$ cat src/design/dpb_pkg.sv
// Shared types and constants for the depth pixel back-projection pipeline.
`default_nettype none

package dpb_pkg;

  localparam int MAX_IMAGE_DIM = 4096;

  localparam int PIX_W    = 12;
  localparam int COLOR_W  = 8;
  localparam int DEPTH_W  = 32;
  localparam int Z_W      = 32;
  localparam int COORD_W  = 48;
  localparam int CENTER_W = 16;
  localparam int INV_W    = 32;
  localparam int CFG_IDX_W = 3;

  localparam int IN_W  = DEPTH_W + 2 * PIX_W + 3 * COLOR_W;
  localparam int OUT_W = 2 * COORD_W + Z_W + 3 * COLOR_W;

  // Millimetre scaling: z = mm * 65 + floor((mm * 536 + 500) / 1000).
  localparam logic [22:0] MM_INT_MUL  = 23'd65;
  localparam logic [25:0] MM_FRAC_MUL = 26'd536;
  localparam logic [25:0] MM_HALF     = 26'd500;
  localparam logic [26:0] MM_RECIP    = 27'd68719477;
  localparam int          MM_RECIP_SH = 36;

  // Float exponent limits for the Q16.16 conversion.
  localparam logic [7:0] EXP_UNIT = 8'd134;
  localparam logic [7:0] EXP_SAT  = 8'd143;
  localparam logic [7:0] EXP_MIN  = 8'd110;
  localparam logic [7:0] EXP_SPECIAL = 8'hFF;

  typedef enum logic [CFG_IDX_W-1:0] {
    REG_DEPTH_FORMAT    = 3'd0,
    REG_INVERSE_FOCAL_X = 3'd1,
    REG_INVERSE_FOCAL_Y = 3'd2,
    REG_CENTER_X        = 3'd3,
    REG_CENTER_Y        = 3'd4
  } cfg_reg_t;

  typedef struct packed {
    logic        neg;
    logic [15:0] mag;
  } offset_t;

  typedef struct packed {
    logic            float_mode;
    logic [Z_W-1:0]  float_z;
    logic [25:0]     mm_frac;
    logic [22:0]     mm_base;
  } depth_dec_t;

  typedef struct packed {
    logic [COLOR_W-1:0] red;
    logic [COLOR_W-1:0] green;
    logic [COLOR_W-1:0] blue;
  } color_t;

endpackage

`default_nettype wire

$ cat src/design/dpb_decode.sv
// First pipeline stage: depth word decode, pixel checks and principal point offsets.
`default_nettype none

module dpb_decode (
  input  logic                       clk,
  input  logic                       load,
  input  logic                       depth_format,
  input  logic [dpb_pkg::CENTER_W-1:0] center_x,
  input  logic [dpb_pkg::CENTER_W-1:0] center_y,
  input  logic [dpb_pkg::DEPTH_W-1:0]  depth_raw,
  input  logic [dpb_pkg::PIX_W-1:0]    column,
  input  logic [dpb_pkg::PIX_W-1:0]    row,
  output logic                       keep,
  output dpb_pkg::depth_dec_t        dec,
  output dpb_pkg::offset_t           off_x,
  output dpb_pkg::offset_t           off_y
);
  import dpb_pkg::*;

  function automatic offset_t pix_offset(input logic [PIX_W-1:0] pix,
                                         input logic [CENTER_W-1:0] centre);
    logic [16:0] d;
    offset_t     o;
    d = {1'b0, pix, 4'd0} - {1'b0, centre};
    o.neg = d[16];
    o.mag = d[16] ? 16'(17'd0 - d) : d[15:0];
    return o;
  endfunction

  logic [15:0]    mm;
  logic [7:0]     ex;
  logic [23:0]    sig;
  logic [3:0]     sh_l;
  logic [4:0]     sh_r;
  logic [24:0]    rnd;
  logic [24:0]    right_z;
  logic [Z_W-1:0] left_z;
  logic [Z_W-1:0] float_z;
  logic           float_bad;
  logic           mm_bad;
  logic           range_bad;

  always_comb begin
    mm      = depth_raw[15:0];
    ex      = depth_raw[30:23];
    sig     = {1'b1, depth_raw[22:0]};
    sh_l    = 4'(ex - EXP_UNIT);
    sh_r    = 5'(EXP_UNIT - ex);
    left_z  = {8'd0, sig} << sh_l;
    rnd     = 25'd1 << (sh_r - 5'd1);
    right_z = ({1'b0, sig} + rnd) >> sh_r;
    if (ex >= EXP_SAT) begin
      float_z = '1;
    end else if (ex >= EXP_UNIT) begin
      float_z = left_z;
    end else begin
      float_z = {7'd0, right_z};
    end
    float_bad = (ex == EXP_SPECIAL) || depth_raw[31] || (ex < EXP_MIN);
    mm_bad    = (mm == 16'd0);
    range_bad = ({5'd0, column} >= 17'(MAX_IMAGE_DIM)) ||
                ({5'd0, row} >= 17'(MAX_IMAGE_DIM));
    keep = !range_bad && (depth_format ? !float_bad : !mm_bad);
  end

  always_ff @(posedge clk) begin
    if (load) begin
      dec.float_mode <= depth_format;
      dec.float_z    <= float_z;
      dec.mm_frac    <= 26'({10'd0, mm} * MM_FRAC_MUL) + MM_HALF;
      dec.mm_base    <= 23'({7'd0, mm} * MM_INT_MUL);
      off_x          <= pix_offset(column, center_x);
      off_y          <= pix_offset(row, center_y);
    end
  end

endmodule

`default_nettype wire

$ cat config.mk
export PLATFORM = sky130hd
export DESIGN_NAME = dpb_decode
export DESIGN_NICKNAME = d
export VERILOG_FILES = /design/src/design/dpb_pkg.sv /design/src/design/dpb_decode.sv
export SDC_FILE = /design/constraint.sdc
export NUM_CORES = 1
export LEC_CHECK = 0
export ABC_AREA = 1
export BUFFER_PORTS_ARGS = -buffer_cell sky130_fd_sc_hd__buf_2
export CORE_MARGIN = 2
export CORE_UTILIZATION = 50
export DETAILED_ROUTE_END_ITERATION = 10
export HOLD_SLACK_MARGIN = 0.15
export PLACE_DENSITY_LB_ADDON = 0.15
export SYNTH_ARGS = -nofsm -noshare
export SYNTH_HDL_FRONTEND = slang
export SYNTH_SLANG_ARGS = --single-unit
$ cat constraint.sdc
create_clock -name clk -period 4.58 [get_ports clk]
set_clock_uncertainty 0.05 [all_clocks]
set_input_delay 0.229 -clock clk [delete_from_list [all_inputs] [get_ports clk]]
set_output_delay 0.229 -clock clk [all_outputs]
set_load 0.01 [all_outputs]
Word-level counts from Yosys, hierarchy flattened
Index checks and enable logic that the tools add are counted.
W data, S select, Z words.
{ "classes": {"mux": 4, "order_cmp": 3, "n_eq_ne": 1, "reduce_logical": 5, "mul": 2, "shift": 3, "addsub": 9} }
{ "op_table": {"columns": ["op", "count"], "rows": [
  ["$mul A16 B7 Y23 const B", 2],
  ["$sub A16 B16 Y17", 2],
  ["$mux W16", 2],
  ["$mux W32", 1],
  ["$shl A24 B4 Y32", 1],
  ["$sub A1 B16 Y16 const A", 2],
  ["$add A26 B9 Y26 const B", 1],
  ["$add A24 B25 Y25", 1],
  ["$shl A1 B5 Y25 const A", 1],
  ["$shr A25 B5 Y25", 1],
  ["$ge A8 B8 Y1 const B", 2],
  ["$logic_not A16 Y1", 1],
  ["$eq A8 B8 Y1 const B", 1],
  ["$lt A8 B7 Y1 const B", 1],
  ["$sub A3 B5 Y5 const A", 1],
  ["$sub A5 B1 Y5 const B", 1],
  ["$sub A4 B3 Y4 const B", 1],
  ["$logic_not A1 Y1", 2],
  ["$logic_or A1 B1 Y1", 2],
  ["$mux W1", 1]
]} }
{ "totals": {"input_bits": 91, "ff_bits": 116, "wordCells": 35, "out_inout_bits": 117} }

Logic depth before layout (Yosys ltp)
Gate-level depths: netlist (run 1).
{ "logic_depth": {"depth_word": 6, "depth_mapped": 32, "mapped_depth_nobuf": 29} }

Least setup slack after synthesis (run 1)
Ideal clock, no wire load.
{ "synth_timing": {"kind": "in2reg", "start": "input depth_raw[23] (netlist name)", "end": "register dec[52] (netlist name), data pin", "setup_slack_ps": 459, "t_arrival_ps": 3816, "cell_stages": 29, "path_cell_list": "buf_4 -> inv_2 -> buf_4 -> clkbuf_1 -> ha_1 -> inv_1 -> nor2_1 -> nand3_1 -> nand2_4 -> clkbuf_1 -> nor3_1 -> ha_1 -> fa_1 -> nand3_1 -> nand3_1 -> nand2_1 -> nand2_1 -> nand3b_1 -> nand2_1 -> nand3_2 -> nand3_2 -> nand2_2 -> nand2_2 -> nand3_1 -> nand2_1 -> nand2_1 -> nand2_1 -> nand3_1 -> nand2_1"} }
{ "synth_between": {"elab_chain_cells": 6} }
{ "synth_lines": {"columns": ["element", "line", "text"], "rows": [
  ["from (decl)", "dpb_decode.sv:10", "input logic [dpb_pkg::DEPTH_W-1:0] depth_raw,"],
  ["$sub A3 B5 Y5", "dpb_decode.sv:48", "sh_r = 5'(EXP_UNIT - ex);"],
  ["$sub A5 B1 Y5", "dpb_decode.sv:50", "rnd = 25'd1 << (sh_r - 5'd1);"],
  ["$shl A1 B5 Y25", "dpb_decode.sv:50", null],
  ["$add A24 B25 Y25", "dpb_decode.sv:51", "right_z = ({1'b0, sig} + rnd) >> sh_r;"],
  ["$shr A25 B5 Y25", "dpb_decode.sv:51", null],
  ["$mux W32", "dpb_decode.sv:54", "end else if (ex >= EXP_UNIT) begin"],
  ["to (decl)", "dpb_decode.sv:14", "output dpb_pkg::depth_dec_t dec,"]
]} }
Several ways; a longest one is shown, not always the timed one.
A chain may end at the register's enable or synchronous reset.

Final worst setup path (run 1)
{ "layout_timing": {"start": "input depth_raw[24] (netlist name)", "end": "register dec[54] (netlist name), data pin"} }
Same word-level chain as after synthesis.

==> impl_results.md, run 1 <==
- Status: completed
- Worst Path Arrival: 4120 ps
- DR WL/cell: 16.6 µm
- Number of H-tree levels: 3
- Final worst path period share: 88.5%
- Crit path max-delay family: simple AND/OR/NAND/NOR gates
- Initial antenna violation count: 1
- Placed cell areas: 0.0146 mm²
- Total track usage: 28.7%
- Pwr/cell area: 295 mW/mm²
- Most used DFF post-synth: edfxtp_1
- Worst vdd ir: 0.217 mV
- Post-synthesis compound-gate area fraction: 10.9%
- Slowest-stage cell, CP: ha_1
- Switching Share: 43.0%
- Worst Path Required: 4650 ps
- Pint: 2.52 mW
- Flip-flop and latch area: 0.00336 mm²
- FF+latch count, synth: 112
- Buffers and inverters on the worst path: 3
- CP endpoint kind: flop
- Fin nets: 2334
- Top cell by count, worst path: nand2_1
- Fmax: 247 MHz
- Library cells used by synthesis: 62
- Multi-input gate area: 0.00869 mm²
- Leak: 7.70 nW
- Root buf cell: clkbuf_16
- Max Slew Vio Count: 0
- Most numerous cell in the Yosys netlist: nand2_1
- Post-cts sizing count: 0
- Grt ovf: 0
- First-pass GRT wire length: 63.8 mm
- DIE HEIGHT: 167 µm
- EDFF count, synth: 112
- Gate power share: 49.5%
- Synth cell count leaders: nand2_1 (490), inv_1 (244), nand3_1 (229), ha_1 (131), nor2_1 (131)
- Worst relative slew slack: 30.5%
- Fraction of registers with async set/reset: 0%
- Delay of the slowest critical-path stage: 270 ps
- Flop pwr share: 32.2%
- Vias in the first global route: 12376
- Mapped Cells: 1910
- DR vias/cell: 5.53
- DRC Markers: 0
- Leading area contributor after synthesis: edfxtp_1
- Post-Synth Adder-Cell Area: 14.0%
- Unrepaired setup endpoints after global routing: false
- GP Congestion: 1.01
- DRT antenna net count: 0
- Initial drt markers: 1404
- Cell Rows: 59
- Ranking of synthesized cells by area: edfxtp_1 (25%), nand2_1 (14%), ha_1 (12%)
- Yosys warning count: 0
- Post CTS Setup Buffer Count: 0
- Fillers: 2585
- TritonRoute pass-1 iters: 6
- Vias: 13515
- Layout Cell Area excl Fill: 0.0150 mm²
- CTS buffer count: 9
- Die X: 167 µm
- Area growth, synth to finish: 12.8%
- CTS tree: built
- Core area: 0.0261 mm²
- Synth Area in XOR/XNOR: 6.55%
- Initial Utilization: 50.9%
- Sw Pwr: 1.90 mW
- Sequential cell area fraction in the yosys report: 25.4%
- Total routed wirelength: 40.5 mm
- CP max FO: 19
- Clock sink total: 112
- Type of origin of the critical path: input port
- Min-delay worst type: in -> reg
- Syn Area/Cell: 6.94 µm²
- Mux cell area share after synthesis: 1.28%
- Fraction of layout cells with a size suffix above 1: 14.6%
- Clock share of power: 18.2%
- Synthesized cell area: 0.0133 mm²
- DP HPWL: 33.1 mm
- # IOs: 208
- Setup Crit Path Kind: in -> reg
- # setup viols final: 0
- Largest family of logic cells by synthesized area: simple AND/OR/NAND/NOR gates
- Max-cap viol count: 0
- Hold-fix buffers, CTS: 3
- Final hold vios: 0
- Min Clock Period, post-route: 4050 ps
- Synth Area in Simple Gates: 32.7%
- Longest Clk Path Bufs: 2
- Least-Margin Pin Slew: 1040 ps
- Largest net degree at the start of global routing: 81
- DIE AREA: 0.0278 mm²
- Port Buffer Count: 204
- Setup TNS: 0 ps
- Power Total: 4.42 mW
- Top cell type's share of synthesized area: 25.4%
- Clock-pin slew on the worst setup and hold paths: 90 ps
-- worst min-delay path: cells and delay by family --
family	cells	cell delay (ps)
AO/OA/AOI/OAI	1	70
buffers and inverters	1	120
AND/OR/NAND/NOR	1	60
-- placed cells by master (no fill, tap or decap), drive strengths merged, types with 3 or more instances in the layout --
cell / synthesis / routed
fa: 11 / 11
o21a: 3 / 3
buf: 22 / 227
nor3: 35 / 35
nor4: 7 / 7
a31oi: 10 / 10
o22ai: 4 / 4
nand4: 40 / 40
a21boi: 3 / 3
a21oi: 93 / 93
o21bai: 6 / 6
o31ai: 4 / 4
dlygate4sd3: 0 / 3
mux2i: 17 / 17
or2: 6 / 6
and2: 3 / 3
nand2: 507 / 507
and3: 3 / 3
inv: 256 / 260
edfxtp: 112 / 112
a221oi: 5 / 5
nand3: 233 / 233
xnor2: 18 / 18
a21o: 9 / 9
conb: 2 / 3
nor2: 140 / 140
nand3b: 5 / 5
xor2: 73 / 73
clkbuf: 29 / 9
o21ai: 104 / 104
clkinv: 3 / 5
ha: 131 / 131
a211oi: 6 / 6
-- metrics by stage --
step                      worst slack, ps  instances  utilization, %  hold slack (ps)
after floorplan                       459       1911               -              278
after global placement                324       2422            56.2              406
after detailed placement              266       2422            56.2              408
after CTS                             641       2441            57.4              153
after global routing                  119       2441            57.4              174
final                                 526       2442            57.4              167
-- registers in the layout, indices dropped and copies added, names as in the netlist --
name / flops
off_y: 17
dec: 78
off_x: 17
-- routing by layer --
| layer | routed length (µm) | share of wire [%] | vias up | GRT usage (%) |
|---|---|---|---|---|
| li1 | - | - | 6785 | - |
| met1 | 17800 | 44 | 6149 | 38.9 |
| met2 | 18600 | 46 | 506 | 47.1 |
| met3 | 2910 | 7.2 | 75 | 4.54 |
| met4 | 1140 | 2.8 | 0 | 8.92 |
| met5 | 0 | 0 | - | 0 |
-- path summary, 6_finish.rpt --
kind	slack, ps	end	start	cells past startpoint
max	530	dec[54]	depth_raw[24]	25
min	170	off_y[2]	center_y[2]	3
-- layout make-up --
type / instances / area share (%)
Clock buffer: 9 / 1.51
Sequential cell: 112 / 22.5
Multi-Input combinational cell: 1489 / 58.1
Timing Repair Buffer: 230 / 8.20
Antenna cell: 1 / 0.0167
Tap cell: 335 / 2.80
Clock inverter: 7 / 0.402
Inverter: 259 / 6.50
-- logic make-up (layout without fill, tap and decap cells) --
logic type,Yosys count,count (layout)
and+or+nand+nor,982,982
buffers and inverters,310,505
AOI/OAI and AO/OA,254,254
adders and majority gates,142,142
DFF,112,112
xor gates and xnor gates,91,91
muxes,17,17
other,2,4
-- power groups by stage --
stage	logic [mW]	registers (mW)	clock network, mW
2_1_floorplan	1.42	1.55	0
3_3_place_gp	2.14	1.45	0
3_5_place_dp	2.17	1.45	0
4_1_cts	2.18	1.43	0.815
5_1_grt	2.44	1.44	0.853
6_report	2.19	1.42	0.806
Note: power is estimated with default switching activity, not from simulation.
==> run 2, diff against run 1 <==
--- a/config.mk
+++ b/config.mk
@@ -8,7 +8,7 @@
 export ABC_AREA = 1
 export BUFFER_PORTS_ARGS = -buffer_cell sky130_fd_sc_hd__buf_2
 export CORE_MARGIN = 2
-export CORE_UTILIZATION = 50
+export CORE_UTILIZATION = 59
 export DETAILED_ROUTE_END_ITERATION = 10
 export HOLD_SLACK_MARGIN = 0.15
 export PLACE_DENSITY_LB_ADDON = 0.15
==> constraint.sdc (replaced) <==
create_clock -name clk -period 4.58 [get_ports clk]
set_clock_uncertainty 0.05 [all_clocks]
set_input_delay 0.458 -clock clk [delete_from_list [all_inputs] [get_ports clk]]
set_output_delay 0.458 -clock clk [all_outputs]
set_load 0.01 [all_outputs]
==> impl_results.md, run 2 (synthesis gave the netlist of run 1 again) <==
- Delay of the slowest critical-path stage: 410 ps
- Area growth, synth to finish: 13.4%
- Pint: 2.53 mW
- Slowest-stage cell, CP: ha_1
- Max Slew Vio Count: 0
- Reg with most FFs: dec
- Max-cap viol count: 0
- GP Congestion: 1.05
- Die X: 154 µm
- DIE AREA: 0.0237 mm²
- Worst Path Required: 4620 ps
- DP HPWL: 33.4 mm
- CTS tree: built
- Flop pwr share: 32.2%
- Crit-path cells: buf_2, inv_2, ha_1, nand3_1, nor2_1, nand2_1, nand2_2, clkinv_1, nand2_1, nor2_1, ha_1, nand2_1, nor3_1, o21ai_0, buf_4, nand3_1, nand2_1, nand3_1, nand3_1, nand3_1, nand2_1, o21ai_0, o21ai_1
- Fmax: 237 MHz
- Min Clock Period, post-route: 4210 ps
- Clock share of power: 18.0%
- Grt ovf: 0
- Worst setup margin: 367 ps
- Total track usage: 34.0%
- Post-cts sizing count: 0
- Pwr/cell area: 296 mW/mm²
- Initial drt markers: 1420
- Switching Share: 43.1%
- Fraction of layout cells with a size suffix above 1: 15.5%
- Initial antenna violation count: 0
- Leak: 7.79 nW
- Commonest non-fill, non-tap cell in the layout: nand2_1
- DR WL/cell: 17.0 µm
- Number of H-tree levels: 3
- # setup viols final: 0
- Vias: 13912
- Buffers and inverters on the worst path: 4
- DRC Markers: 0
- Setup Crit Path Kind: in -> reg
- Gate power share: 49.8%
- Crit path depth: 23
- Inserted Diodes: 0
- Min-delay worst type: in -> reg
- Largest regs: dec x78, off_x x17, off_y x17
- Vias in the first global route: 12837
- Post CTS Setup Buffer Count: 0
- Port Buffer Count: 204
- Layout Cell Area excl Fill: 0.0150 mm²
- Root buf cell: clkbuf_16
- Longest Clk Path Bufs: 2
- Sw Pwr: 1.91 mW
- First-pass GRT wire length: 64.1 mm
- Crit path max-delay family: simple AND/OR/NAND/NOR gates
- CP max FO: 13
- Status: completed
- Type of origin of the critical path: input port
- Worst relative slew slack: 44.5%
- Largest register FFs: 78
- Total routed wirelength: 40.8 mm
- DRT antenna net count: 0
- DIE HEIGHT: 154 µm
- Worst vdd ir: 0.269 mV
- Largest net degree at the start of global routing: 63
- Final hold vios: 0
- Hold-fix buffers, CTS: 0
- Cell Rows: 54
- Final worst path period share: 92.0%
- Worst Path Arrival: 4250 ps
- DR vias/cell: 5.78
- Critical path endpoint: dec[60]
- Fin nets: 2353
- CTS buffer count: 9
- Worst setup startpoint: depth_raw[23]
- Unrepaired setup endpoints after global routing: false
- Least-Margin Pin Slew: 832 ps
- # IOs: 208
- Initial Utilization: 60.4%
- Placed cell areas: 0.0147 mm²
- TritonRoute pass-1 iters: 6
- Clock sink total: 112
- Most frequent cells in the layout: nand2_1 (490), inv_1 (244), nand3_1 (229)
- Pre-CTS WS: 165 ps
- Core area: 0.0220 mm²
- Fillers: 1906
- CP endpoint kind: flop
- Clock-pin slew on the worst setup and hold paths: 90 ps
- Setup TNS: 0 ps
[run 2: power groups by stage]
stage / clock [mW] / sequential [mW] / combinational (mW)
5_1_grt: 0.840 / 1.44 / 2.45
4_1_cts: 0.810 / 1.43 / 2.18
6_report: 0.802 / 1.43 / 2.21
3_5_place_dp: 0 / 1.45 / 2.17
2_1_floorplan: 0 / 1.55 / 1.42
3_3_place_gp: 0 / 1.45 / 2.13
[run 2: worst min-delay path by stage]
stage / from / end / slack [ps] / cells past startpoint
CTS: center_y[0] / off_y[0] / 260 / 1
global route: center_y[0] / off_y[0] / 270 / 1
detailed placement: depth_format / dec[81] / 640 / 1
finish: center_y[0] / off_y[0] / 260 / 1
floorplan: depth_raw[0] / dec[0] / 510 / 0
global placement: center_y[0] / off_y[0] / 640 / 1
[run 2: final cells by class]
cell class              instances  area [µm²]  share of cell area (%)
well taps                     280         350                    2.33
clock buffers                   9         225                    1.50
inverters                     259         972                    6.47
repair buffers                249        1360                    9.06
clock inverters                 7        65.1                   0.433
multi-input cells            1489        8690                    57.8
flip-flops and latches        112        3360                    22.4
[run 2: stage by stage]
step           hold WS [ps]  utilization (%)  power, mW  std cells
4_1_cts                 256             68.4       4.42       2405
3_3_place_gp            639             67.1       3.57       2389
3_5_place_dp            644             67.1       3.62       2389
6_report                257             68.4       4.44       2405
2_1_floorplan           507                -       2.97       1911
5_1_grt                 265             68.4       4.73       2405
[run 2: metal layers]
layer / vias up / wire length, µm / global-route usage (%) / share of wire, %
li1: 6811 / - / - / -
met1: 6347 / 16600 / 43.1 / 41
met2: 650 / 19000 / 57.8 / 47
met3: 104 / 3590 / 5.33 / 8.8
met4: 0 / 1560 / 14.4 / 3.8
met5: - / 0 / 0 / 0
