## config.mk

```make
export PLATFORM = sky130hd
export DESIGN_NAME = dpb_zconv
export DESIGN_NICKNAME = d
export VERILOG_FILES = /design/src/design/dpb_pkg.sv /design/src/design/dpb_zconv.sv
export SDC_FILE = /design/constraint.sdc
export NUM_CORES = 1
export LEC_CHECK = 0
export BUFFER_PORTS_ARGS = -buffer_cell sky130_fd_sc_hd__buf_2
export CAP_MARGIN = 20
export CORE_MARGIN = 1.5
export CORE_UTILIZATION = 35
export DETAILED_ROUTE_END_ITERATION = 7
export PLACE_DENSITY_LB_ADDON = 0.3
export SYNTH_ARGS = -nofsm -noshare
export SYNTH_HDL_FRONTEND = slang
export SYNTH_SLANG_ARGS = --single-unit
```

## constraint.sdc

```tcl
create_clock -name clk -period 14.6 [get_ports clk]
set_input_delay 2.19 -clock clk [delete_from_list [all_inputs] [get_ports clk]]
set_output_delay 2.19 -clock clk [all_outputs]
set_load 0.01 [all_outputs]
```

## src/design/dpb_pkg.sv

```systemverilog
// Shared types and constants for the depth pixel back-projection pipeline.
`default_nettype none

package dpb_pkg;

  localparam int MAX_IMAGE_DIM = 4096;

  localparam int PIX_W    = 12;
  localparam int COLOR_W  = 8;
  localparam int DEPTH_W  = 32;
  localparam int Z_W      = 32;
  localparam int COORD_W  = 48;
  localparam int CENTER_W = 16;
  localparam int INV_W    = 32;
  localparam int CFG_IDX_W = 3;

  localparam int IN_W  = DEPTH_W + 2 * PIX_W + 3 * COLOR_W;
  localparam int OUT_W = 2 * COORD_W + Z_W + 3 * COLOR_W;

  // Millimetre scaling: z = mm * 65 + floor((mm * 536 + 500) / 1000).
  localparam logic [22:0] MM_INT_MUL  = 23'd65;
  localparam logic [25:0] MM_FRAC_MUL = 26'd536;
  localparam logic [25:0] MM_HALF     = 26'd500;
  localparam logic [26:0] MM_RECIP    = 27'd68719477;
  localparam int          MM_RECIP_SH = 36;

  // Float exponent limits for the Q16.16 conversion.
  localparam logic [7:0] EXP_UNIT = 8'd134;
  localparam logic [7:0] EXP_SAT  = 8'd143;
  localparam logic [7:0] EXP_MIN  = 8'd110;
  localparam logic [7:0] EXP_SPECIAL = 8'hFF;

  typedef enum logic [CFG_IDX_W-1:0] {
    REG_DEPTH_FORMAT    = 3'd0,
    REG_INVERSE_FOCAL_X = 3'd1,
    REG_INVERSE_FOCAL_Y = 3'd2,
    REG_CENTER_X        = 3'd3,
    REG_CENTER_Y        = 3'd4
  } cfg_reg_t;

  typedef struct packed {
    logic        neg;
    logic [15:0] mag;
  } offset_t;

  typedef struct packed {
    logic            float_mode;
    logic [Z_W-1:0]  float_z;
    logic [25:0]     mm_frac;
    logic [22:0]     mm_base;
  } depth_dec_t;

  typedef struct packed {
    logic [COLOR_W-1:0] red;
    logic [COLOR_W-1:0] green;
    logic [COLOR_W-1:0] blue;
  } color_t;

endpackage

`default_nettype wire

```

## src/design/dpb_zconv.sv

```systemverilog
// Second and third pipeline stages: millimetre scaling and selection of the Q16.16 depth.
`default_nettype none

module dpb_zconv (
  input  logic                       clk,
  input  logic [1:0]                 load,
  input  dpb_pkg::depth_dec_t        dec,
  output logic [dpb_pkg::Z_W-1:0]    z
);
  import dpb_pkg::*;

  logic [52:0]    prod;
  logic [15:0]    quot;
  logic [22:0]    base;
  logic           float_sel;
  logic [Z_W-1:0] float_z;

  assign prod = dec.mm_frac * MM_RECIP;

  always_ff @(posedge clk) begin
    if (load[0]) begin
      quot      <= prod[MM_RECIP_SH+15:MM_RECIP_SH];
      base      <= dec.mm_base;
      float_sel <= dec.float_mode;
      float_z   <= dec.float_z;
    end
    if (load[1]) begin
      z <= float_sel ? float_z : ({9'd0, base} + {16'd0, quot});
    end
  end

endmodule

`default_nettype wire

```

# ---- Word-level counts from Yosys, hierarchy flattened
# Index checks and enable logic that the tools add are counted.
dict set report totals {
  wordCells 8
  reg_bits 104
  in_bits 85
  output_inout_bits 32
}
dict set report op_classes {
  n_mux 1
  n_mul 1
  add_sub_neg 1
}
# operator n
set op_table {}
lappend op_table {{$mul A26 B27 Y52 const B} 1}
lappend op_table {{$mux W32} 1}
lappend op_table {{$add A23 B16 Y24} 1}

# ---- Longest topological paths before layout
# Gate-level depths: netlist of run 1.
dict set report logic_depth {
  depth_word 2
  depth_mapped 26
  ltp_nobuf 25
}

# ---- Least setup slack after synthesis of run 1
# OpenSTA, ideal clock, no wires.
dict set report synth_path {
  path_kind {input to register}
  startpoint {input dec[34] (netlist name)}
  endpoint {register quot[8], data pin}
  setup_time_ps 258
  stages 22
  path_buffers 1
  setup_slack_ps 6704
  arrival_time_ps 7638
  required_ps 14342
  cell_sequence {inv_1 -> fa_1 -> fa_1 -> fa_1 -> fa_1 -> inv_1 -> fa_1 -> fa_1 -> inv_1 -> fa_1 -> inv_1 -> ha_1 -> nand4_1 -> nor4_1 -> nand2_1 -> a2111oi_0 -> or3_1 -> buf_6 -> a21oi_4 -> o21bai_1 -> a21oi_1 -> xnor2_1}
}
dict set report synth_via {
  elab_chain_len 1
}
# item line
set synth_lines {}
lappend synth_lines {{start: declaration} dpb_zconv.sv:7} ;# input dpb_pkg::depth_dec_t dec,
lappend synth_lines {{$mul A26 B27 Y52} dpb_zconv.sv:18} ;# assign prod = dec.mm_frac * MM_RECIP;
lappend synth_lines {{named net prod[44]} dpb_zconv.sv:12} ;# logic [52:0] prod;
lappend synth_lines {{end signal: assignment} dpb_zconv.sv:22} ;# quot <= prod[MM_RECIP_SH+15:MM_RECIP_SH];
lappend synth_lines {{end: declaration} dpb_zconv.sv:13} ;# logic [15:0] quot;
# The timed path passes the listed nets, and every way through them passes these cells.
# A chain may end at the register's enable or synchronous reset.

# ---- Worst setup path in the final report of run 1
dict set report layout_path {
  startpoint {input dec[35] (netlist name)}
  endpoint {register quot[11], data pin}
}
# The elaborated chain is that of the path after synthesis.

==> flow_summary.toml, run 1 <==
[cts]
clk_pin_slew_ns = 0.07
cts_resized = 0
cts_setup_buffers = 0
cts.sinks = 104
clockBufferDepth = 2
root_buffer = "clkbuf_16"
insertion_delay_ns = 0.34
hold_buffers = 0
cts_tree = "yes"
cts_buffers = 9
cts_max_level = 3

[timing]
hold_slack_ns = 0.525
final.setup_skew_ns = 0.00733
finalSetupViolCount = 0
timing.fmax_mhz = 115
tightest_slew_ns = 0.935
period_share_pct = 59.4
setup_tns_ns = 0
slew_viol_final = 0
final_hold_viol_count = 0
fin_ws_ns = 5.93
period_needed_ns = 8.67
rsz0062_at_grt = "false"
slew_headroom_pct = 37.7

[logic_synthesis]
ys_warn_count = 0
async_flop_share_pct = 0
synth-edff-count = 104
ys_seq_area_share_pct = 22.4
synth_cells = 1247
synth_top_area_share_pct = 30.5
synth_ff_type = "edfxtp_1"
synth.most_common_cell = "inv_1"
synthesis.area_mm2 = 0.0140
syn_nets = 1828
synth_cell_types = 51
synth_area_leader_cell = "fa_1"
avgSynthCellArea_um2 = 11.2
synth-seq-cells = 104
ys_top_cells_by_count = "inv_1 (397), ha_1 (283), fa_1 (213), edfxtp_1 (104), nand2_1 (41)"
synthTopCellsByArea = "fa_1 (31%), ha_1 (25%), edfxtp_1 (22%)"

[cells_and_area]
drive_gt1_share_pct = 10.8
layout.nets = 1949
utilization_pct = 39.2
syn2layout_area_growth_pct = 10.9
antenna_cells = 0
fin_cells = 1897

[critical_path]
crit_slowest_cell = "a2111oi_0"
reg2reg_from = "quot[0]"
required_ns = 14.69
setup.worst_path.end = "quot[11]"
slowest_delay_ns = 0.56
r2r-end = "z[22]"
worst_r2r_path_depth = 12
crit_chain = "buf_2 > inv_1 > fa_1 > fa_1 > fa_1 > fa_1 > inv_1 > fa_1 > fa_1 > inv_1 > fa_1 > inv_1 > ha_1 > nand4_1 > nor4_1 > nand2_1 > a2111oi_0 > or3_1 > o21ai_2 > a21boi_2 > nor2_1 > xnor2_1"
crit_family = "adder cells"
critical_path_depth = 22
r2r_slack_ns = 11.54
crit_path_end_kind = "flip-flop"
arrival_ns = 8.76
crit_path_frequent_cell = "fa_1"
path_max_fanout = 7
worst-path-buf-inv = 5
critPathLaunchType = "input pin"
cp-startpoint = "dec[35]"
path_class = "in2reg"

[global_routing]
grtUsageTotal_pct = 15.2
grt_pass1_wl_um = 48500
antenna_found_initial = 0
grt.overflow.total = 0
grt_pass1_vias = 9198
grt_max_degree = 73

[floorplanning]
start_util_pct = 35.3
dieArea_mm2 = 0.0411
io_pins = 117
core_mm2 = 0.0395
dieWidth_um = 203
die_height_um = 203
fp-row-count = 73

[pwr]
clock_power_share_pct = 7.9
p_per_area_mw_per_mm2 = 206
p_sw_share_pct = 49.5
power_frac_seq_pct = 13.4
p_int_mw = 1.61
p_comb_share_pct = 78.7
switchingPower_mw = 1.58
leakage_nw = 8.02
ir_worst_vdd_uv = 282

[drt]
drtIter0Drc = 419
drtAntennaViolNets = 0
post_drt_wl_per_cell_um = 15.9
top_layer_used = "met4"
wl_met2_um = 14200
wl_um = 30200
route.met3.wl_um = 1550
dr.pass1.iters = 5
vias = 8631
wl_met1_um = 13900
vias_per_cell = 4.55
drc_errors = 0

[worst_hold_path]
min_path_cells = 1
min-delay-path-class = "reg2reg"
hold_start = "float_z[25]"

[place]
dp_cells = 1882
gp_congestion = 0.932
dp_hpwl_um = 26400
io_buffers = 116
pre_cts_ws_ns = 5.59

[run]
max-cap-violations = 0

[run_status]
status = "completed"
-- per-stage QoR --
stage               area, um2  total power, mW
floorplan               14000             2.26
global placement        15200             2.86
detailed placement      15200             2.95
CTS                     15500             3.23
global route            15500             3.61
finish                  15500             3.18
-- power groups by stage --
stage          clock network [mW]  registers, mW  logic [mW]
2_1_floorplan                   0          0.438        1.82
3_3_place_gp                    0          0.432        2.43
3_5_place_dp                    0          0.433        2.51
4_1_cts                     0.258          0.427        2.54
5_1_grt                     0.268          0.431        2.91
6_report                    0.251          0.426        2.51
-- placed cells by master, fill, tap and decap left out, types with 4 or more instances in the layout --
cell type,n
inv_1,397
ha_1,283
fa_1,213
buf_2,115
edfxtp_1,104
nand2_1,41
o21ai_0,33
a21oi_1,29
xor2_1,19
xnor2_1,15
nor2_1,11
clkbuf_16,9
nand3_1,8
a21o_1,8
and2_1,8
nand4_1,6
nor3_1,6
and3_1,5
or2_2,4
-- how the worst min path moves through the flow --
stage	to
after detailed placement	z[25]
after global routing	z[25]
after floorplan	z[4]
after global placement	z[27]
final	z[25]
after CTS	z[25]
-- metal layers --
| layer | global-route usage, % | vias to the layer above |
|---|---|---|
| met1 | 21.0 | 4256 |
| met3 | 2.18 | 30 |
| met4 | 3.41 | 0 |
| met5 | 0 | - |
| li1 | - | 4159 |
| met2 | 25.4 | 186 |
-- cell type report --
| cell class | instances | area (um2) |
|---|---|---|
| fillers | 3864 | 24100 |
| multi-input cells | 739 | 9320 |
| flip-flops and latches | 104 | 3120 |
| inverters | 397 | 1490 |
| well taps | 525 | 657 |
| repair buffers | 117 | 591 |
| clock buffers | 10 | 229 |
| clock inverters | 5 | 81.3 |
-- kinds of logic (layout without fill, tap and decap cells) --
family / Yosys count / after routing / synth area share [%]
adder cells (fa/ha/maj): 496 / 496 / 55.9
buffers and inverters: 404 / 529 / 10.9
flip-flops: 104 / 104 / 22.4
AO/OA/AOI/OAI: 107 / 107 / 5.04
multiplexers: 1 / 1 / 0.0806
AND/OR/NAND/NOR: 101 / 101 / 3.62
XOR/XNOR: 34 / 34 / 2.13
-- flip-flops by register name, summed over array words and instances, names as in the netlist --
register,cells
float_sel,1
quot,16
base,23
float_z,32
z,32
Power figures use the tool's default switching activity.
==> inputs of run 2 (changes only) <==
--- a/config.mk
+++ b/config.mk
@@ -5,6 +5,7 @@
 export SDC_FILE = /design/constraint.sdc
 export NUM_CORES = 1
 export LEC_CHECK = 0
+export ABC_AREA = 1
 export BUFFER_PORTS_ARGS = -buffer_cell sky130_fd_sc_hd__buf_2
 export CAP_MARGIN = 20
 export CORE_MARGIN = 1.5
==> constraint.sdc (replaced) <==
create_clock -name clk -period 7.8 [get_ports clk]
set_input_delay 1.17 -clock clk [delete_from_list [all_inputs] [get_ports clk]]
set_output_delay 1.17 -clock clk [all_outputs]
set_load 0.01 [all_outputs]
==> run 2 against run 1 <==
Effect of this change:
- register-to-register slack worse by 6.1 ns
- clock-buffer cell count fell by 1
- routed wire length rose by 47%
- critical path depth unchanged
- first-iteration DRC count up 26%
==> flow_summary.toml, run 2 <==
[run_status]
status = "completed"

[place]
io_buffers = 116
pre_cts_ws_ns = 0.813
dp_hpwl_um = 39300
gp_congestion = 0.969
place_area_mm2 = 0.0177

[global_routing]
grt_pass1_wl_um = 70300
grtUsageTotal_pct = 19.0
antenna_found_initial = 0
grt.overflow.total = 0
grt_max_degree = 73
grt_pass1_vias = 12837

[timing]
finalSetupViolCount = 0
period_share_pct = 85.0
fin_ws_ns = 1.17
final.setup_skew_ns = 0.00452
tightest_slew_ns = 0.949
slew_viol_final = 0
hold_slack_ns = 0.504
timing.fmax_mhz = 151
final_hold_viol_count = 0
rsz0062_at_grt = "false"
setup_tns_ns = 0
slew_headroom_pct = 36.8
period_needed_ns = 6.63

[critical_path]
critPathLaunchType = "input pin"
crit_slowest_cell = "fa_1"
path_max_fanout = 7
crit_path_frequent_cell = "fa_1"
arrival_ns = 6.73
crit_path_end_kind = "flip-flop"
path_class = "in2reg"
slowest_delay_ns = 0.57
required_ns = 7.90
crit_chain = "buf_2 > inv_1 > fa_1 > fa_1 > fa_1 > fa_1 > inv_1 > fa_1 > fa_1 > inv_1 > fa_1 > inv_1 > ha_1 > nand2_1 > nor2_1 > nand2_1 > nor2_1 > a21oi_1 > nand2_1 > nand2_1 > nand4_1 > nand2_1"

[cts]
cts_tree = "yes"
cts_max_level = 3
clockBufferDepth = 2
cts.sinks = 104
root_buffer = "clkbuf_16"
insertion_delay_ns = 0.34
clk_pin_slew_ns = 0.07
cts_buffers = 9
cts_setup_buffers = 0
hold_buffers = 0
cts_resized = 0

[logic_synthesis]
ys_top_cells_by_count = "inv_1 (513), nand2_1 (340), ha_1 (283), fa_1 (213), edfxtp_1 (104)"
synthAdderAreaFrac_pct = 47.8
synth-edff-count = 104
async_flop_share_pct = 0
synthSimpleGateAreaFrac_pct = 16.0
synth_top_family_by_area = "adder cells"
synthesis.area_mm2 = 0.0163
avgSynthCellArea_um2 = 8.73
ys_warn_count = 0
ys_seq_area_share_pct = 19.1
synth_area_leader_cell = "fa_1"
synth.most_common_cell = "inv_1"
synth-compound-area-share_pct = 4.82
synth_mux_area_share_pct = 0
synth_ff_type = "edfxtp_1"
synth_top_area_share_pct = 26.1
synthTopCellsByArea = "fa_1 (26%), ha_1 (22%), edfxtp_1 (19%)"
synth_cells = 1872
syn_nets = 2453
synth-seq-cells = 104
synth_cell_types = 34
synth-xor-area-share_pct = 0.268

[cells_and_area]
reg_top3 = "float_z x32, z x32, base x23"
layout.nets = 2576
regArea_mm2 = 0.00312
layout_common_cells = "inv_1 (513), nand2_1 (340), ha_1 (283)"
antenna_cells = 0
multi_input_area_mm2 = 0.0112
syn2layout_area_growth_pct = 10.2
drive_gt1_share_pct = 9.10
final_area_mm2 = 0.0180
final_common_cell = "inv_1"
nFillCells = 4766

[drt]
vias_per_cell = 4.68
drtAntennaViolNets = 0
drtIter0Drc = 529
drc_errors = 0
vias = 12191
dr.pass1.iters = 5
wl_um = 44400
post_drt_wl_per_cell_um = 17.0

[floorplanning]
start_util_pct = 35.3
dieArea_mm2 = 0.0480
fp-row-count = 79
core_mm2 = 0.0464
dieWidth_um = 219
die_height_um = 219
io_pins = 117

[worst_hold_path]
min-delay-path-class = "reg2reg"

[run]
max-cap-violations = 0
[run 2: cell count changes in the layout (fill, tap and decap cells not counted), moves of 9 or more]
| cell | before | now |
|---|---|---|
| nand2_1 | 41 | 340 |
| inv_1 | 397 | 513 |
| nor2_1 | 11 | 92 |
| nand3_1 | 8 | 65 |
| a21oi_1 | 29 | 83 |
| nand4_1 | 6 | 32 |
| xor2_1 | 19 | 0 |
| nand2_2 | 0 | 13 |
| xnor2_1 | 15 | 5 |
| o21ai_0 | 33 | 42 |
[run 2: worst paths after layout]
kind                    start        to  cells after the start  slack [ns]
setup / recovery      dec[34]  quot[10]                     22        1.17
hold / removal    float_z[26]     z[26]                      2        0.50
setup reg to reg      quot[0]     z[18]                     14        5.48
hold reg to reg   float_z[26]     z[26]                      2        0.50
[run 2: cell families (layout without fill, tap and decap cells)]
kind of cell	after synthesis	after routing
XOR/XNOR	5	5
AO/OA/AOI/OAI	148	148
AND/OR/NAND/NOR	593	593
flip-flops	104	104
buffers and inverters	526	654
adder cells (fa/ha/maj)	496	496
[run 2: critical path: cells and delay by family]
| family | cells | cell delay (ns) |
|---|---|---|
| buf+inv | 5 | 0.60 |
| fa+ha+maj | 8 | 3.89 |
| simple gates | 8 | 0.98 |
| compound gates | 1 | 0.07 |
[run 2: cell type report]
cell class                 instances  area share [%]
multi-input combinational       1242            62.5
clock buffer                       9            1.25
tap                              607            4.22
timing repair buffer             118            3.31
inverter                         520            10.8
sequential                       104            17.3
clock inverter                     7           0.563
[run 2: through the flow]
step	utilization, %	cells
5_1_grt	38.8	2607
6_report	38.8	2607
2_1_floorplan	-	1872
3_5_place_dp	38.1	2591
4_1_cts	38.8	2607
3_3_place_gp	38.1	2591
[run 2: layer usage]
metal  up-vias  part of all wire, %  global-route usage [%]
met3        47                  3.3                    1.08
met1      5822                   47                    26.1
met5         -                    0                       0
li1       6069                    -                       -
met2       253                   48                    32.7
met4         0                  2.2                    4.38
Power of run 2 is not shown: default switching activity piles up to over one toggle a cycle in this logic, so the estimate is an artifact.
==> inputs of run 3 (changes only) <==
==> constraint.sdc (replaced) <==
create_clock -name clk -period 6.6 [get_ports clk]
set_input_delay 0.99 -clock clk [delete_from_list [all_inputs] [get_ports clk]]
set_output_delay 0.99 -clock clk [all_outputs]
set_load 0.01 [all_outputs]
==> run 3 against run 2 <==
Effect of this change:
- die area is the same
- clock-buffer cell count grew 2
- sequential cell count is the same
- global-route usage shrank 0.22 points
==> flow_summary.toml, run 3 (synthesis gave the netlist of run 2 again) <==
[global_routing]
antenna_found_initial = 0
grt.overflow.total = 0
grt_max_degree = 73
grt_pass1_wl_um = 69000
grt_pass1_vias = 12934
grtUsageTotal_pct = 18.8

[cells_and_area]
reg_top3 = "float_z x32, z x32, base x23"
antenna_cells = 0
layout.nets = 2632
final_common_cell = "inv_1"
drive_gt1_share_pct = 11.5
nFillCells = 4683
final_area_mm2 = 0.0184
layout_common_cells = "inv_1 (513), nand2_1 (340), ha_1 (283)"
syn2layout_area_growth_pct = 12.4

[timing]
final.setup_skew_ns = 0.00747
timing.fmax_mhz = 161
slew_headroom_pct = 37.1
rsz0062_at_grt = "false"
finalSetupViolCount = 0
period_share_pct = 94.0
slew_viol_final = 0
final_hold_viol_count = 0
tightest_slew_ns = 0.943
period_needed_ns = 6.20
setup_tns_ns = 0

[worst_hold_path]
min-delay-path-class = "reg2reg"
hold_start = "float_z[26]"
min_path_cells = 2

[cts]
clk_pin_slew_ns = 0.07
cts_resized = 0
cts_buffers = 9
insertion_delay_ns = 0.34
hold_buffers = 0
cts_setup_buffers = 0
cts_max_level = 3
root_buffer = "clkbuf_16"
cts_tree = "yes"
clockBufferDepth = 2
cts.sinks = 104

[drt]
drtIter0Drc = 569
drc_errors = 0
dr.pass1.iters = 5
drtAntennaViolNets = 0
vias_per_cell = 4.64
wl_um = 44100
vias = 12365
post_drt_wl_per_cell_um = 16.5

[critical_path]
cp-startpoint = "dec[34]"
arrival_ns = 6.30
path_max_fanout = 4
worst_r2r_path_depth = 14
reg2reg_from = "quot[0]"
required_ns = 6.69
critPathLaunchType = "input pin"
crit_path_end_kind = "flip-flop"
path_class = "in2reg"

[run]
max-cap-violations = 0

[place]
place_area_mm2 = 0.0181
dp_hpwl_um = 39500
gp_congestion = 0.917
io_buffers = 116

[floorplanning]
fp-row-count = 79
dieArea_mm2 = 0.0480
start_util_pct = 35.3
dieWidth_um = 219
die_height_um = 219
io_pins = 117
core_mm2 = 0.0464

[run_status]
status = "completed"
run 3: changes by cell type in the layout (fill, tap and decap cells not counted), sizes merged:
cell,delta
buf,+56
bufinv,-2
clkbuf,+2
clkinv,+1
inv,-1
run 3: final timing paths:
check,end,slack [ns]
worst max-delay path,quot[13],0.40
worst min-delay path,z[26],0.50
worst max register to register,z[18],4.27
worst min register to register,z[26],0.50
run 3: metal layers:
layer,vias up,global-route usage (%),part of all wire (%)
met2,234,34.4,50
met4,0,2.74,1.0
met3,28,1.29,2.7
met5,-,0,0
li1,6180,-,-
met1,5923,24.6,46
run 3: cell type report:
| cell class | count | area, um2 | share of cell area (%) |
|---|---|---|---|
| Clock buffer | 11 | 233 | 1.27 |
| Clock inverter | 5 | 31.3 | 0.170 |
| Inverter | 520 | 1950 | 10.6 |
| Multi-Input combinational cell | 1242 | 11200 | 61.2 |
| Sequential cell | 104 | 3120 | 17.0 |
| Tap cell | 607 | 759 | 4.13 |
| Timing Repair Buffer | 174 | 1030 | 5.60 |
run 3: through the flow:
stage	cells	utilization [%]	setup slack, ns	hold WS (ns)
finish	2663	39.6	0.397	0.502
floorplan	1872	-	0.685	0.481
global placement	2647	39.1	0.0656	0.485
global route	2663	39.6	0.147	0.533
CTS	2663	39.6	0.412	0.503
detailed placement	2647	39.1	0.0510	0.487
run 3: critical path, cell delays in order:
cell	delay [ns]
buf_2	0.12
inv_1	0.09
fa_1	0.49
fa_1	0.58
fa_1	0.44
fa_1	0.49
fa_1	0.52
inv_1	0.07
fa_1	0.53
inv_1	0.05
fa_1	0.53
inv_1	0.04
ha_1	0.31
nand2_1	0.12
nor2_1	0.26
nand2_1	0.14
nor3_1	0.18
nand2_1	0.15
nand4_1	0.13
nand2_1	0.08
Power of run 3 is left out for the same reason.
